File: src/rtl/i2cmbe_pkg.sv
// Package for the I2C master bit engine: transfer payload types, command codes
// and the sequence lengths. No dependencies.
`timescale 1ns / 1ps
`default_nettype none

package i2cmbe_pkg;

  // Bits in one data byte on the bus.
  localparam int unsigned BitsPerByte = 8;

  // Width of the tick counter within a command sequence.
  localparam int unsigned PhaseW = 6;

  // Command codes carried in the mode field.
  localparam logic [2:0] MODE_START = 3'd0;
  localparam logic [2:0] MODE_STOP  = 3'd1;
  localparam logic [2:0] MODE_WRITE = 3'd2;
  localparam logic [2:0] MODE_RACK  = 3'd3;
  localparam logic [2:0] MODE_READ  = 3'd4;
  localparam logic [2:0] MODE_SACK  = 3'd5;

  // Sequence lengths in ticks.
  localparam logic [PhaseW-1:0] LEN_SHORT = PhaseW'(4);
  localparam logic [PhaseW-1:0] LEN_WRITE = PhaseW'(2 + 4 * BitsPerByte);
  localparam logic [PhaseW-1:0] LEN_READ  = PhaseW'(1 + 2 * BitsPerByte);

  // Most significant bit of a byte; shifted right to select a bit.
  localparam logic [BitsPerByte-1:0] MSB_MASK = 8'h80;

  // One input tick.
  typedef struct packed {
    logic                   cmd_valid;
    logic [2:0]             mode;
    logic [BitsPerByte-1:0] byte_in;
    logic                   ack_level;
    logic                   sda_in;
  } in_item_t;

  // One result tick.
  typedef struct packed {
    logic                   scl_out;
    logic                   sda_out;
    logic                   busy_res;
    logic                   done_res;
    logic [BitsPerByte-1:0] read_data;
    logic                   ack_seen;
  } out_item_t;

endpackage

`default_nettype wire

File: src/rtl/i2c_master_bit_engine_top.sv
// The result of an input transfer is in the output register in the cycle after it.
// Throughput: one tick per cycle; a new tick is taken while the output register
// is empty or being drained in the same cycle.
// Reset (rst_n low, synchronous): engine idle, SCL and SDA released, bytes and
// acknowledge cleared, output register empty.
// Depends on i2cmbe_pkg.
`timescale 1ns / 1ps
`default_nettype none

module i2c_master_bit_engine_top
  import i2cmbe_pkg::*;
(
  input  wire logic      clk,
  input  wire logic      rst_n,
  input  wire logic      in_valid,
  output logic           in_ready,
  input  wire in_item_t  in_data,
  output logic           out_valid,
  input  wire logic      out_ready,
  output out_item_t      out_data
);

  // Engine state.
  logic [PhaseW-1:0]      phase_r, phase_nxt;
  logic [2:0]             mode_r, mode_nxt;
  logic                   busy_r, busy_nxt;
  logic [BitsPerByte-1:0] shift_out_r, shift_out_nxt;
  logic [BitsPerByte-1:0] shift_in_r, shift_in_nxt;
  logic                   ack_hold_r, ack_hold_nxt;
  logic                   scl_r, scl_nxt;
  logic                   sda_r, sda_nxt;
  logic                   send_r, send_nxt;

  // Output register.
  logic                   out_valid_r;
  out_item_t              out_data_r, out_data_nxt;

  logic                   take;
  logic                   cmd_take;
  logic [PhaseW-1:0]      phase_cur;
  logic [PhaseW-1:0]      phase_inc;
  logic [PhaseW-1:0]      seq_len;
  logic [PhaseW-1:0]      q_write;
  logic [PhaseW-1:0]      q_read;
  logic [2:0]             bit_write;
  logic [2:0]             bit_read;
  logic [BitsPerByte-1:0] mask_write;
  logic [BitsPerByte-1:0] mask_read;
  logic                   done;

  // A tick is taken whenever the output register can hold its result.
  assign in_ready = !out_valid_r || out_ready;
  assign take     = in_valid && in_ready;

  // A command starts only from idle and only with a defined code.
  assign cmd_take = !busy_r && in_data.cmd_valid && (in_data.mode <= MODE_SACK);
  assign phase_cur = cmd_take ? '0 : phase_r;
  assign phase_inc = phase_cur + PhaseW'(1);

  // Bit positions inside the byte loops.
  assign q_write    = phase_cur - PhaseW'(2);
  assign q_read     = phase_cur - PhaseW'(1);
  assign bit_write  = q_write[4:2];
  assign bit_read   = q_read[3:1];
  assign mask_write = MSB_MASK >> bit_write;
  assign mask_read  = MSB_MASK >> bit_read;

  // Sequence length of the command in progress.
  always_comb begin
    unique case (mode_nxt)
      MODE_WRITE: seq_len = LEN_WRITE;
      MODE_READ:  seq_len = LEN_READ;
      default:    seq_len = LEN_SHORT;
    endcase
  end

  // One tick of the engine.
  always_comb begin
    mode_nxt      = cmd_take ? in_data.mode : mode_r;
    shift_out_nxt = (cmd_take && in_data.mode == MODE_WRITE) ? in_data.byte_in : shift_out_r;
    send_nxt      = (cmd_take && in_data.mode == MODE_SACK) ? in_data.ack_level : send_r;
    busy_nxt      = busy_r || cmd_take;
    phase_nxt     = phase_r;
    shift_in_nxt  = shift_in_r;
    ack_hold_nxt  = ack_hold_r;
    scl_nxt       = scl_r;
    sda_nxt       = sda_r;
    done          = 1'b0;

    if (busy_nxt) begin
      unique case (mode_nxt)
        MODE_START: begin
          unique case (phase_cur[1:0])
            2'd0:    sda_nxt = 1'b1;
            2'd1:    scl_nxt = 1'b1;
            2'd2:    sda_nxt = 1'b0;
            default: scl_nxt = 1'b0;
          endcase
        end
        MODE_STOP: begin
          unique case (phase_cur[1:0])
            2'd0:    sda_nxt = 1'b0;
            2'd1:    scl_nxt = 1'b0;
            2'd2:    scl_nxt = 1'b1;
            default: sda_nxt = 1'b1;
          endcase
        end
        MODE_SACK: begin
          unique case (phase_cur[1:0])
            2'd0:    scl_nxt = 1'b0;
            2'd1:    sda_nxt = send_nxt;
            2'd2:    scl_nxt = 1'b1;
            default: scl_nxt = 1'b0;
          endcase
        end
        MODE_RACK: begin
          unique case (phase_cur[1:0])
            2'd0:    scl_nxt = 1'b0;
            2'd1:    sda_nxt = 1'b1;
            2'd2: begin
              scl_nxt      = 1'b1;
              ack_hold_nxt = in_data.sda_in;
            end
            default: scl_nxt = 1'b0;
          endcase
        end
        MODE_WRITE: begin
          if (phase_cur == PhaseW'(0)) begin
            scl_nxt = 1'b0;
          end else if (phase_cur == PhaseW'(1)) begin
            sda_nxt = 1'b0;
          end else begin
            unique case (q_write[1:0])
              2'd0:    sda_nxt = |(shift_out_nxt & mask_write);
              2'd1:    scl_nxt = 1'b1;
              2'd2:    scl_nxt = 1'b0;
              default: sda_nxt = 1'b0;
            endcase
          end
        end
        default: begin
          // Read byte: release SDA, then sample one bit per SCL high phase.
          if (phase_cur == PhaseW'(0)) begin
            sda_nxt      = 1'b1;
            shift_in_nxt = '0;
          end else if (!q_read[0]) begin
            scl_nxt = 1'b1;
            if (in_data.sda_in) begin
              shift_in_nxt = shift_in_r | mask_read;
            end
          end else begin
            scl_nxt = 1'b0;
          end
        end
      endcase

      // Advance the tick counter and finish the sequence at its length.
      if (phase_inc >= seq_len) begin
        done      = 1'b1;
        busy_nxt  = 1'b0;
        phase_nxt = '0;
      end else begin
        phase_nxt = phase_inc;
      end
    end

    out_data_nxt.scl_out   = scl_nxt;
    out_data_nxt.sda_out   = sda_nxt;
    out_data_nxt.busy_res  = busy_r || cmd_take;
    out_data_nxt.done_res  = done;
    out_data_nxt.read_data = shift_in_nxt;
    out_data_nxt.ack_seen  = ack_hold_nxt;
  end

  // Engine state updates once per accepted tick.
  always_ff @(posedge clk) begin
    if (!rst_n) begin
      phase_r     <= '0;
      mode_r      <= MODE_START;
      busy_r      <= 1'b0;
      shift_out_r <= '0;
      shift_in_r  <= '0;
      ack_hold_r  <= 1'b0;
      scl_r       <= 1'b1;
      sda_r       <= 1'b1;
      send_r      <= 1'b0;
    end else if (take) begin
      phase_r     <= phase_nxt;
      mode_r      <= mode_nxt;
      busy_r      <= busy_nxt;
      shift_out_r <= shift_out_nxt;
      shift_in_r  <= shift_in_nxt;
      ack_hold_r  <= ack_hold_nxt;
      scl_r       <= scl_nxt;
      sda_r       <= sda_nxt;
      send_r      <= send_nxt;
    end
  end

  // Output register: loads on every accepted tick, empties on a result transfer.
  always_ff @(posedge clk) begin
    if (!rst_n) begin
      out_valid_r <= 1'b0;
    end else if (take) begin
      out_valid_r <= 1'b1;
    end else if (out_ready) begin
      out_valid_r <= 1'b0;
    end
  end

  always_ff @(posedge clk) begin
    if (take) begin
      out_data_r <= out_data_nxt;
    end
  end

  assign out_valid = out_valid_r;
  assign out_data  = out_data_r;

endmodule

`default_nettype wire

File: config.mk
export PLATFORM = sky130hd
export DESIGN_NAME = i2c_master_bit_engine_top
export DESIGN_NICKNAME = d
export VERILOG_FILES = /design/src/rtl/i2cmbe_pkg.sv /design/src/rtl/i2c_master_bit_engine_top.sv
export SDC_FILE = /design/constraint.sdc
export NUM_CORES = 1
export LEC_CHECK = 0
export ABC_AREA = 1
export BUFFER_PORTS_ARGS = -buffer_cell sky130_fd_sc_hd__buf_2
export CAP_MARGIN = 25
export CORE_ASPECT_RATIO = 1.2
export CORE_MARGIN = 4
export CORE_UTILIZATION = 61
export CTS_BUF_LIST = sky130_fd_sc_hd__clkbuf_8
export CTS_CLUSTER_DIAMETER = 200
export CTS_CLUSTER_SIZE = 30
export DETAILED_ROUTE_END_ITERATION = 16
export PLACE_DENSITY_LB_ADDON = 0.3
export SLEW_MARGIN = 0
export SYNTH_ARGS = -nofsm -noshare
export SYNTH_HDL_FRONTEND = slang
export SYNTH_SLANG_ARGS = --single-unit
File: constraint.sdc
create_clock -name clk -period 6.65 [get_ports clk]
set_input_delay 0.665 -clock clk [delete_from_list [all_inputs] [get_ports clk]]
set_output_delay 0.665 -clock clk [all_outputs]
set_load 0.1 [all_outputs]
# Word-level counts from Yosys, hierarchy flattened

Index checks and enable logic that the tools add are counted.

Bits in registers: 44
Word-level logic and storage cells: 97
Output and inout port bits: 15
Bits of input ports: 18

Shift-type cells: 2
Equality and inequality tests: 12
Bitwise logic cells: 2
$lt $le $gt $ge: 2
Add/subtract/negate cells: 3
Mux-type cells: 39
Reduce and logical (&&, ||, !) cells: 21

Operators by type and width:

| kind                | number |
|---|---|
| $mux 8              | 6 |
| $mux 1              | 20 |
| $shr 8x3->8 const A | 2 |
| $pmux 1 s2          | 7 |
| $mux 6              | 2 |
| $pmux 6 s2          | 1 |
| $eq 3x2->1 const B  | 3 |
| $eq 3x3->1 const B  | 3 |
| $and 8x8->8         | 1 |
| $or 8x8->8          | 1 |
| $reduce_or 2->1     | 4 |
| $reduce_or 8->1     | 1 |
| $add 6x1->6 const B | 1 |
| $eq 6x1->1 const B  | 1 |
| $ge 6x6->1          | 1 |
| $logic_not 6->1     | 1 |
| $logic_and 1x1->1   | 5 |
| $pmux 1 s5          | 1 |
| $reduce_or 5->1     | 1 |
| $sub 5x2->5 const B | 1 |
| $eq 2x1->1 const B  | 2 |
| $eq 2x2->1 const B  | 2 |
| $logic_not 2->1     | 2 |
| $pmux 1 s4          | 1 |
| other kinds (9)     | 11 |

# Logic depth before layout (Yosys ltp)

Gate-level depths: netlist (run 1).

Word-level depth: 13
Mapped depth: 20
Mapped depth without buffers: 19

# Worst setup path before layout (run 1)

Ideal clock, no wire load.

Path kind: register to register
Start point: reg out_valid_r, in the netlist out_valid
End point: reg out_data_r (netlist bit out_data[0]), enable pin
Path slack: 3.553 ns
Library setup time: 0.375 ns
Buffers on the path: 2
Arrival time: 2.722 ns
Data required time: 6.275 ns
Stages on the path, launching flop included: 6
Cells stage by stage: dfxtp_1 -> nand2_1 -> nand2_1 -> inv_1 -> clkbuf_1 -> clkbuf_1

Cells in the longest elaborated chain, start to end: 3

Ends and longest elaborated chain:

| item                   | line                             | source |
|---|---|---|
| from (decl)            | i2c_master_bit_engine_top.sv:35  | `logic out_valid_r;` |
| from (signal assigned) | i2c_master_bit_engine_top.sv:203 | `out_valid_r <= 1'b0;` |
| from (signal assigned) | i2c_master_bit_engine_top.sv:205 | `out_valid_r <= 1'b1;` |
| from (signal assigned) | i2c_master_bit_engine_top.sv:207 | `out_valid_r <= 1'b0;` |
| $logic_not 1->1        | i2c_master_bit_engine_top.sv:52  | `assign in_ready = !out_valid_r \|\| out_ready;` |
| $logic_or 1x1->1       | i2c_master_bit_engine_top.sv:52  |  |
| via in_ready           | i2c_master_bit_engine_top.sv:16  | `output logic in_ready,` |
| $logic_and 1x1->1      | i2c_master_bit_engine_top.sv:53  | `assign take = in_valid && in_ready;` |
| via take               | i2c_master_bit_engine_top.sv:38  | `logic take;` |
| to (signal assigned)   | i2c_master_bit_engine_top.sv:213 | `out_data_r <= out_data_nxt;` |
| to (decl)              | i2c_master_bit_engine_top.sv:36  | `out_item_t out_data_r, out_data_nxt;` |

The timed path passes the listed nets, and every way through them passes these cells.
A chain may end at the register's enable or synchronous reset.

# Worst setup path after layout (run 1)

Start point: in in_data[11] (netlist name)
End point: reg phase_r[1]

Cells in the longest elaborated chain, start to end: 7
Elaborated cells on any way between the ends: 12

Ends and longest elaborated chain:

| item                                                | line                             | source |
|---|---|---|
| from (decl)                                         | i2c_master_bit_engine_top.sv:17  | `input wire in_item_t in_data,` |
| branches (longest 7 deep; another with $add 6x1->6) | n/a                              |  |
| to (signal assigned)                                | i2c_master_bit_engine_top.sv:188 | `phase_r <= phase_nxt;` |
| to (decl)                                           | i2c_master_bit_engine_top.sv:24  | `logic [PhaseW-1:0] phase_r, phase_nxt;` |

Parallel ways; which one is timed is not known.

==> flow_summary.ini, run 1 <==
[sta]
worstMarginPinSlew_ps = 549
maxClockFrequency_mhz = 346
fin_crit_ps = 2890
finClkSkew_ps = 5.26
maxSlewHeadroom_pct = 63.4
fin_tns_setup_ps = 0
report.final.slew_viol_count = 0
layout_worst_path_cycle_share_pct = 43.4
grt_setup_unrepaired = no
hold_viol = 0
final.setup.worst_slack_ps = 3760
count_of_final_setup_violators = 0

[cts]
cts.repair_timing.setup_buffer_count = 0
clock_path_buffers = 2
cts_h_tree_depth = 2
ctsHoldBuffers = 0
post_cts_resize_count = 0
cts_tree = built
cts.reportedPaths.clkPinSlew_ps = 80
clock-sinks = 44
clock_latency_ps = 310
numCtsBuffers = 5
clock_tree.root_cell = sky130_fd_sc_hd__clkbuf_8

[drt]
drt-wirelength-per-cell_um = 12.8
route.detailed.drc = 0
m1WireLength_mm = 2.53
vias_per_cell = 5.26
detailedRoute.firstPassIterationCount = 4
ant_nets = 0
met2RoutedLength_mm = 3.17
initial_drc_count = 175
drt_wl_total_mm = 6.24
met3RoutedLength_um = 302
highest_layer = met4
num_vias = 2572

[global_routing]
grt_pass1_vias = 2363
first_pass_grt_wire_length_mm = 10.2
grt_use_total_pct = 22.6
globalRouteOverflowTotal = 0
initial_antenna_violation_count = 0
grt_start_max_net_pins = 34

[synth]
synth.lib_cells_used.distinct = 32
synth.yosys.seq_area_share_pct = 36.6
synth_top_cell_by_area = sky130_fd_sc_hd__dfxtp_1
average_instance_area_after_synthesis_um2 = 6.88
mappedNetlistArea_mm2 = 0.00276
synth.ff_latch_count = 44
synthTopCellsByArea = sky130_fd_sc_hd__dfxtp_1, sky130_fd_sc_hd__edfxtp_1, sky130_fd_sc_hd__nand2_1, sky130_fd_sc_hd__inv_1, sky130_fd_sc_hd__ha_1
synth_warnings = 0
synthCells = 401
netlist.area_leader.share_pct = 22.5
synth_fp_nets = 431

[floorplanning]
die_y_um = 81.7
design.portCount = 33
row_count = 26
die-width_um = 69.4
initial_core_util_pct = 63.8
coreArea_mm2 = 0.00433
dieArea_mm2 = 0.00567

[cells_and_area]
fillerInstances = 371
antenna_cells_inserted = 0
multi_input_comb_area_mm2 = 0.00141
ff_latch_area_mm2 = 0.00101
layout_commonest_cell = sky130_fd_sc_hd__nand2_1
final_layout_size_suffix_gt1_share_pct = 14.1
area_growth_from_synthesis_to_layout_pct = 11.0
final_cell_mix = sky130_fd_sc_hd__nand2_1, sky130_fd_sc_hd__inv_1, sky130_fd_sc_hd__buf_2
final_nets = 462
post_layout_nonfiller_instances = 489

[worst_setup_path]
critical_path.endpoint_type = flop
crit_required_ps = 6880
maximum_fanout_along_the_worst_path = 11
rr_worst_depth = 17
signal_arrival_time_at_the_worst_endpoint_ps = 3120
path_class = primary input to flop
setup.worst_path.start_class = primary input

[placement]
post-place-ws_ps = 3500
post-dp-hpwl_mm = 4.69
place_inst = 481
io_buffer_count = 32
gp_congestion = 0.948

[flow_run]
drv_cap = 0

[hold_path]
hold_path.class = flop to flop
worst_hold_path.num_cells = 2

[pwr]
powerDensity_mw_per_mm2 = 229
peakVddDrop_uv = 115
p_leak_nw = 1.63

[run_status]
status = finished clean
[flip-flops by register name, summed over array words and instances, names as in the netlist, 3 cells and up]
signal and flops:
out_data 13, shift_in_r 8, shift_out_r 8, phase_r 6, mode_r 3
[cell usage after synthesis (all sizes together)]
library cell  count
nand2           109
inv              80
nor2             36
a21oi            31
dfxtp            31
o21ai            24
nand3            22
edfxtp           13
ha               12
o211ai           10
clkbuf            7
nand3b            7
nand4             5
xor2              3
buf               2
nor3              2
a21boi            1
and2              1
mux2i             1
o21a              1
o22a              1
o22ai             1
xnor2             1
[final cells by class]
| class | count | share of cell area [%] |
|---|---|---|
| multi-input combinational | 268 | 45.9 |
| inverter | 80 | 9.80 |
| tap | 56 | 2.29 |
| sequential | 44 | 33.0 |
| timing repair buffer | 33 | 5.47 |
| clock inverter | 3 | 1.27 |
| clock buffer | 5 | 2.25 |
[cell families (layout without fill, tap and decap cells)]
logic type | Yosys count | count (layout) | share of synthesized area (%)
adders and majority gates | 12 | 12 | 5.44
buffers and inverters | 89 | 121 | 12.4
muxes | 1 | 1 | 0.363
xor gates and xnor gates | 4 | 4 | 1.27
and+or+nand+nor | 182 | 182 | 29.4
DFF | 44 | 44 | 36.6
AOI/OAI and AO/OA | 69 | 69 | 14.5
[critical path, cell delays in order]
cell                      delay [ps]
sky130_fd_sc_hd__buf_2           130
sky130_fd_sc_hd__nand2_2          80
sky130_fd_sc_hd__nand3_2         210
sky130_fd_sc_hd__nand2_1         300
sky130_fd_sc_hd__inv_1           140
sky130_fd_sc_hd__ha_1            240
sky130_fd_sc_hd__xor2_1          160
sky130_fd_sc_hd__inv_1            70
sky130_fd_sc_hd__ha_1            260
sky130_fd_sc_hd__a21oi_1         150
sky130_fd_sc_hd__nand2_1          70
sky130_fd_sc_hd__nand2_1          70
sky130_fd_sc_hd__nand2_1          50
sky130_fd_sc_hd__nand2_1          70
sky130_fd_sc_hd__nand2_1          90
sky130_fd_sc_hd__nor2_4          160
sky130_fd_sc_hd__nand2_1          80
sky130_fd_sc_hd__a21oi_1         120
[through the flow]
step	total power [mW]	area (um^2)	hold slack [ps]	util (%)
floorplan	0.467	2760	445	-
global placement	0.498	2960	476	68.3
detailed placement	0.503	2960	478	68.3
CTS	0.702	3060	497	70.8
global route	0.734	3060	518	70.8
finish	0.702	3060	493	70.8
[where the power goes]
part	internal, mW	leakage, nW	switching (mW)
sequential	0.298	0.384	0.00875
combinational	0.0464	1.19	0.146
clock	0.110	0.0593	0.0924
[path summary, 6_finish.rpt]
check / from / to / slack, ps
max: in_data[11] / phase_r[1] / 3760
max reg2reg: busy_r / phase_r[1] / 3900
min reg2reg: phase_r[5] / phase_r[5] / 490
min: phase_r[5] / phase_r[5] / 490
[metal layers]
layer | GRT usage (%) | vias up
met5 | 0 | -
met4 | 12.3 | 0
met3 | 4.90 | 20
met2 | 42.3 | 83
met1 | 23.9 | 1142
li1 | - | 1327
(Power assumes the default switching activity.)
==> inputs of run 2 (changes only) <==
- CORE_UTILIZATION: 61 -> 60
- clock period: 6.65 -> 2.7 ns (I/O delays scaled with it)
==> flow_summary.ini, run 2 (synthesis gave the netlist of run 1 again) <==
[floorplanning]
coreArea_mm2 = 0.00436
dieArea_mm2 = 0.00575
row_count = 26
die_y_um = 82.3
die-width_um = 69.9
initial_core_util_pct = 63.3
design.portCount = 33

[worst_setup_path]
maximum_fanout_along_the_worst_path = 7
crit-reg2reg-launch = busy_r
timing.rr.end = busy_r
crit_required_ps = 2950
rr_worst_depth = 18
path_class = flop to flop
reg2reg_slack_ps = 190
setup.worst_path.start_class = flop
critical_path.endpoint_type = flop
signal_arrival_time_at_the_worst_endpoint_ps = 2760

[drt]
highest_layer = met4
ant_nets = 0
detailedRoute.firstPassIterationCount = 4
drt_wl_total_mm = 6.27
vias_per_cell = 5.21
met3RoutedLength_um = 239
drt-wirelength-per-cell_um = 12.5
m1WireLength_mm = 2.71
initial_drc_count = 166
route.detailed.drc = 0
met2RoutedLength_mm = 3.19
num_vias = 2621

[pwr]
power.clock.fraction_pct = 29.4
peakVddDrop_uv = 317
netSwitchingPower_mw = 0.628
p_leak_nw = 1.70
report.power.total_mw = 1.78
swShare_pct = 35.4
seq_power_share_pct = 42.6
comb_power_share_pct = 28.1
cellInternalPower_mw = 1.15
powerDensity_mw_per_mm2 = 556

[placement]
gp_congestion = 0.915
io_buffer_count = 32
post-dp-hpwl_mm = 4.83

[cells_and_area]
area_growth_from_synthesis_to_layout_pct = 15.8
final_layout_size_suffix_gt1_share_pct = 17.7
antenna_cells_inserted = 0
multi_input_comb_area_mm2 = 0.00143
layout_commonest_cell = sky130_fd_sc_hd__nand2_1
ff_latch_area_mm2 = 0.00101
fillerInstances = 367
largest_register_ffs = 13
final_cell_mix = sky130_fd_sc_hd__nand2_1, sky130_fd_sc_hd__inv_1, sky130_fd_sc_hd__buf_2
final_nets = 476

[global_routing]
first_pass_grt_wire_length_mm = 10.4
grt_pass1_vias = 2429
grt_start_max_net_pins = 23
globalRouteOverflowTotal = 0
initial_antenna_violation_count = 0
grt_use_total_pct = 22.4

[cts]
clock_tree.root_cell = sky130_fd_sc_hd__clkbuf_8
cts_h_tree_depth = 2
cts_tree = built
numCtsBuffers = 5
clock_latency_ps = 300
cts.reportedPaths.clkPinSlew_ps = 90
clock_path_buffers = 2
clock-sinks = 44
ctsHoldBuffers = 0

[hold_path]
holdCritStartpoint = out_ready
hold_path.class = primary input to flop
worst_hold_path.num_cells = 4
min_delay_worst_endpoint = out_valid

[sta]
maxClockFrequency_mhz = 399
maxSlewHeadroom_pct = 54.4
hold_viol = 0
grt_setup_unrepaired = no
worstMarginPinSlew_ps = 683
finClkSkew_ps = 7.54
fin_crit_ps = 2510
report.final.slew_viol_count = 0
count_of_final_setup_violators = 0
layout_worst_path_cycle_share_pct = 92.8
fin_tns_setup_ps = 0

[run_status]
status = finished clean

[flow_run]
drv_cap = 0
-- run 2: cell count changes in the layout (fill, tap and decap cells not counted), sizes merged --
cell	before	now
buf	33	46
clkbuf	5	6
clkinv	1	0
clkinvlp	0	1
-- run 2: worst max path at each step --
stage	from	endpoint	slack [ps]	depth (start not counted)
final	busy_r	busy_r	190	18
after global routing	busy_r	phase_r[1]	8	19
after CTS	busy_r	phase_r[5]	70	18
after detailed placement	in_data[11]	phase_r[5]	0.8	19
after global placement	in_data[11]	phase_r[4]	150	19
after floorplan	out_valid	out_data[0]	70	5
-- run 2: per-stage QoR --
| step | area, um^2 | utilization, % | hold slack [ps] | setup WS [ps] | std cells |
|---|---|---|---|---|---|
| detailed placement | 3040 | 69.7 | 463 | 0.756 | 492 |
| CTS | 3160 | 72.4 | 268 | 74.0 | 500 |
| global placement | 3040 | 69.7 | 454 | 147 | 492 |
| floorplan | 2760 | - | 445 | 68.8 | 401 |
| finish | 3200 | 73.3 | 270 | 195 | 503 |
| global route | 3200 | 73.3 | 295 | 8.39 | 503 |
-- run 2: critical path: stages, from the launching register on --
cell                      delay [ps]
sky130_fd_sc_hd__dfxtp_1         350
sky130_fd_sc_hd__inv_2            60
sky130_fd_sc_hd__nand2_2         100
sky130_fd_sc_hd__nor2_4           60
sky130_fd_sc_hd__nor2_4          120
sky130_fd_sc_hd__inv_1           130
sky130_fd_sc_hd__ha_1            350
sky130_fd_sc_hd__ha_1            270
sky130_fd_sc_hd__o21ai_0          70
sky130_fd_sc_hd__nand2_1          60
sky130_fd_sc_hd__a21oi_1         120
sky130_fd_sc_hd__nand2_1          60
sky130_fd_sc_hd__nand2_1          70
sky130_fd_sc_hd__nand2_1          60
sky130_fd_sc_hd__nand2_1          70
sky130_fd_sc_hd__nand2_1          90
sky130_fd_sc_hd__nor2_4          180
sky130_fd_sc_hd__buf_4           140
sky130_fd_sc_hd__o21a_1           90
-- run 2: cell type report --
cell class / instances / share of cell area (%)
Tap cell: 56 / 2.19
Inverter: 80 / 9.40
Clock buffer: 5 / 2.15
Multi-Input combinational cell: 268 / 44.7
Clock inverter: 3 / 1.45
Timing Repair Buffer: 47 / 8.46
Sequential cell: 44 / 31.6
-- run 2: layer usage --
layer / up-vias / GRT usage, %
li1: 1362 / -
met1: 1200 / 24.8
met2: 48 / 43.2
met3: 11 / 3.27
met4: 0 / 8.81
met5: - / 0
-- run 2: power by group through the flow --
stage | sequential [mW] | combinational, mW | clock, mW
CTS | 0.757 | 0.486 | 0.529
finish | 0.756 | 0.499 | 0.522
global route | 0.761 | 0.547 | 0.554
global placement | 0.769 | 0.477 | 0
floorplan | 0.901 | 0.249 | 0
detailed placement | 0.771 | 0.484 | 0
-- run 2: repair_timing --
action / in CTS / in global routing
gates resized for setup: 0 / 4
setup buffers: 0 / 3
setup endpoints to repair: 0 / 7
==> inputs of run 3 (changes only) <==
- CORE_UTILIZATION: 60 -> 58
- CTS_BUF_LIST: sky130_fd_sc_hd__clkbuf_8 -> sky130_fd_sc_hd__clkbuf_16
==> flow_summary.ini, run 3 (synthesis gave the netlist of run 1 again) <==
[drt]
ant_nets = 0
vias_per_cell = 5.15
initial_drc_count = 171
detailedRoute.firstPassIterationCount = 4
drt_wl_total_mm = 6.42
drt-wirelength-per-cell_um = 12.7
route.detailed.drc = 0
num_vias = 2594

[cts]
clock_latency_ps = 280
ctsHoldBuffers = 0
cts_h_tree_depth = 2
clock-sinks = 44
cts_tree = built
cts.reportedPaths.clkPinSlew_ps = 60
clock_path_buffers = 2
clock_tree.root_cell = sky130_fd_sc_hd__clkbuf_16
numCtsBuffers = 5

[global_routing]
grt_start_max_net_pins = 34
grt_pass1_vias = 2482
grt_use_total_pct = 21.9
first_pass_grt_wire_length_mm = 10.6
initial_antenna_violation_count = 0
globalRouteOverflowTotal = 0

[cells_and_area]
area_growth_from_synthesis_to_layout_pct = 18.2
post_layout_nonfiller_instances = 504
antenna_cells_inserted = 0
final_cell_mix = sky130_fd_sc_hd__nand2_1, sky130_fd_sc_hd__inv_1, sky130_fd_sc_hd__buf_2
final_design_area_no_fill_mm2 = 0.00326
largest_register_ffs = 13
final_nets = 475
layout_commonest_cell = sky130_fd_sc_hd__nand2_1
final_layout_size_suffix_gt1_share_pct = 18.6

[placement]
place_inst = 493
post-dp-hpwl_mm = 4.71
post_dp_cell_area_mm2 = 0.00304
gp_congestion = 0.900
io_buffer_count = 32

[floorplanning]
row_count = 27
initial_core_util_pct = 60.1
dieArea_mm2 = 0.00593
design.portCount = 33
die-width_um = 71.0
die_y_um = 83.6
coreArea_mm2 = 0.00459

[worst_setup_path]
path_class = flop to flop
signal_arrival_time_at_the_worst_endpoint_ps = 2700
critical-path-max-stage-delay_ps = 340
setup.worst_path.start_class = flop
critical_path.endpoint_type = flop
cell_by_cell_listing_of_the_critical_path = inv_2, nand2_4, nor2_4, nor2_4, inv_1, ha_1, ha_1, o21ai_0, nand2_1, a21oi_1, nand2_1, nand2_1, nand2_1, nand2_1, nand2_1, nor2_4, nand2_1, a21oi_1
cp_num_buf_inv = 2
crit_slowest_cell = sky130_fd_sc_hd__dfxtp_1
crit_required_ps = 2910
critical_path.top_delay_family = simple AND/OR/NAND/NOR gates
critPathMostFrequentCell = sky130_fd_sc_hd__nand2_1
reg2reg_slack_ps = 210
maximum_fanout_along_the_worst_path = 7

[sta]
layout_worst_path_cycle_share_pct = 92.2
hold_viol = 0
worstMarginPinSlew_ps = 515
count_of_final_setup_violators = 0
maxClockFrequency_mhz = 402
finClkSkew_ps = 3.73
maxSlewHeadroom_pct = 65.3
fin_crit_ps = 2490
report.final.slew_viol_count = 0

[hold_path]
hold_path.class = primary input to flop

[pwr]
p_leak_nw = 1.72
peakVddDrop_uv = 348
powerDensity_mw_per_mm2 = 592

[run_status]
status = finished clean

[flow_run]
drv_cap = 0
run 3: worst reg2reg max path, cell delays in order (launching register included):
cell,delay [ps]
sky130_fd_sc_hd__dfxtp_1,340
sky130_fd_sc_hd__inv_2,80
sky130_fd_sc_hd__nand2_4,90
sky130_fd_sc_hd__nor2_4,50
sky130_fd_sc_hd__nor2_4,180
sky130_fd_sc_hd__inv_1,90
sky130_fd_sc_hd__ha_1,330
sky130_fd_sc_hd__ha_1,270
sky130_fd_sc_hd__o21ai_0,70
sky130_fd_sc_hd__nand2_1,60
sky130_fd_sc_hd__a21oi_1,120
sky130_fd_sc_hd__nand2_1,60
sky130_fd_sc_hd__nand2_1,60
sky130_fd_sc_hd__nand2_1,40
sky130_fd_sc_hd__nand2_1,70
sky130_fd_sc_hd__nand2_1,90
sky130_fd_sc_hd__nor2_4,190
sky130_fd_sc_hd__nand2_1,90
sky130_fd_sc_hd__a21oi_1,120
run 3: what timing repair did:
| action | 4_1_cts | 5_1_grt |
|---|---|---|
| gates resized for setup | 0 | 11 |
| setup buffers | 0 | 3 |
| setup endpoints to repair | 0 | 7 |
run 3: area by class of cell:
type                    instances  area (um^2)
inverters                      80          300
flip-flops and latches         44         1010
repair buffers                 46          263
multi-input cells             268         1450
clock buffers                   5          125
fillers                       387         1330
clock inverters                 3         38.8
well taps                      58         72.6
run 3: final timing paths:
kind / depth (start not counted) / startpoint / to
setup / recovery: 18 / busy_r / phase_r[2]
hold / removal: 4 / out_ready / out_valid
setup reg to reg: 18 / busy_r / phase_r[2]
hold reg to reg: 2 / phase_r[1] / phase_r[1]
run 3: power breakdown:
group	total, mW	switching [mW]	internal [mW]
Combinational	0.502	0.369	0.133
Clock	0.672	0.241	0.431
Sequential	0.757	0.0217	0.735
Total	1.93	0.632	1.30
run 3: metrics by stage:
step / util [%] / setup TNS [ps] / power (mW) / worst slack [ps] / hold slack (ps)
global placement: 66.1 / 0 / 1.24 / 142 / 462
detailed placement: 66.1 / 0 / 1.25 / 16.6 / 465
global route: 71.0 / -168 / 2.02 / -41.7 / 293
floorplan: - / 0 / 1.15 / 68.8 / 445
finish: 71.0 / 0 / 1.93 / 209 / 262
CTS: 69.6 / 0 / 1.93 / 80.1 / 258
run 3: per-layer routing:
| layer | vias to the layer above | global-route usage, % | part of all wire (%) |
|---|---|---|---|
| li1 | 1360 | - | - |
| met1 | 1150 | 24.9 | 41 |
| met2 | 65 | 38.7 | 52 |
| met3 | 19 | 4.34 | 4.5 |
| met4 | 0 | 10.1 | 3.0 |
| met5 | - | 0 | 0 |
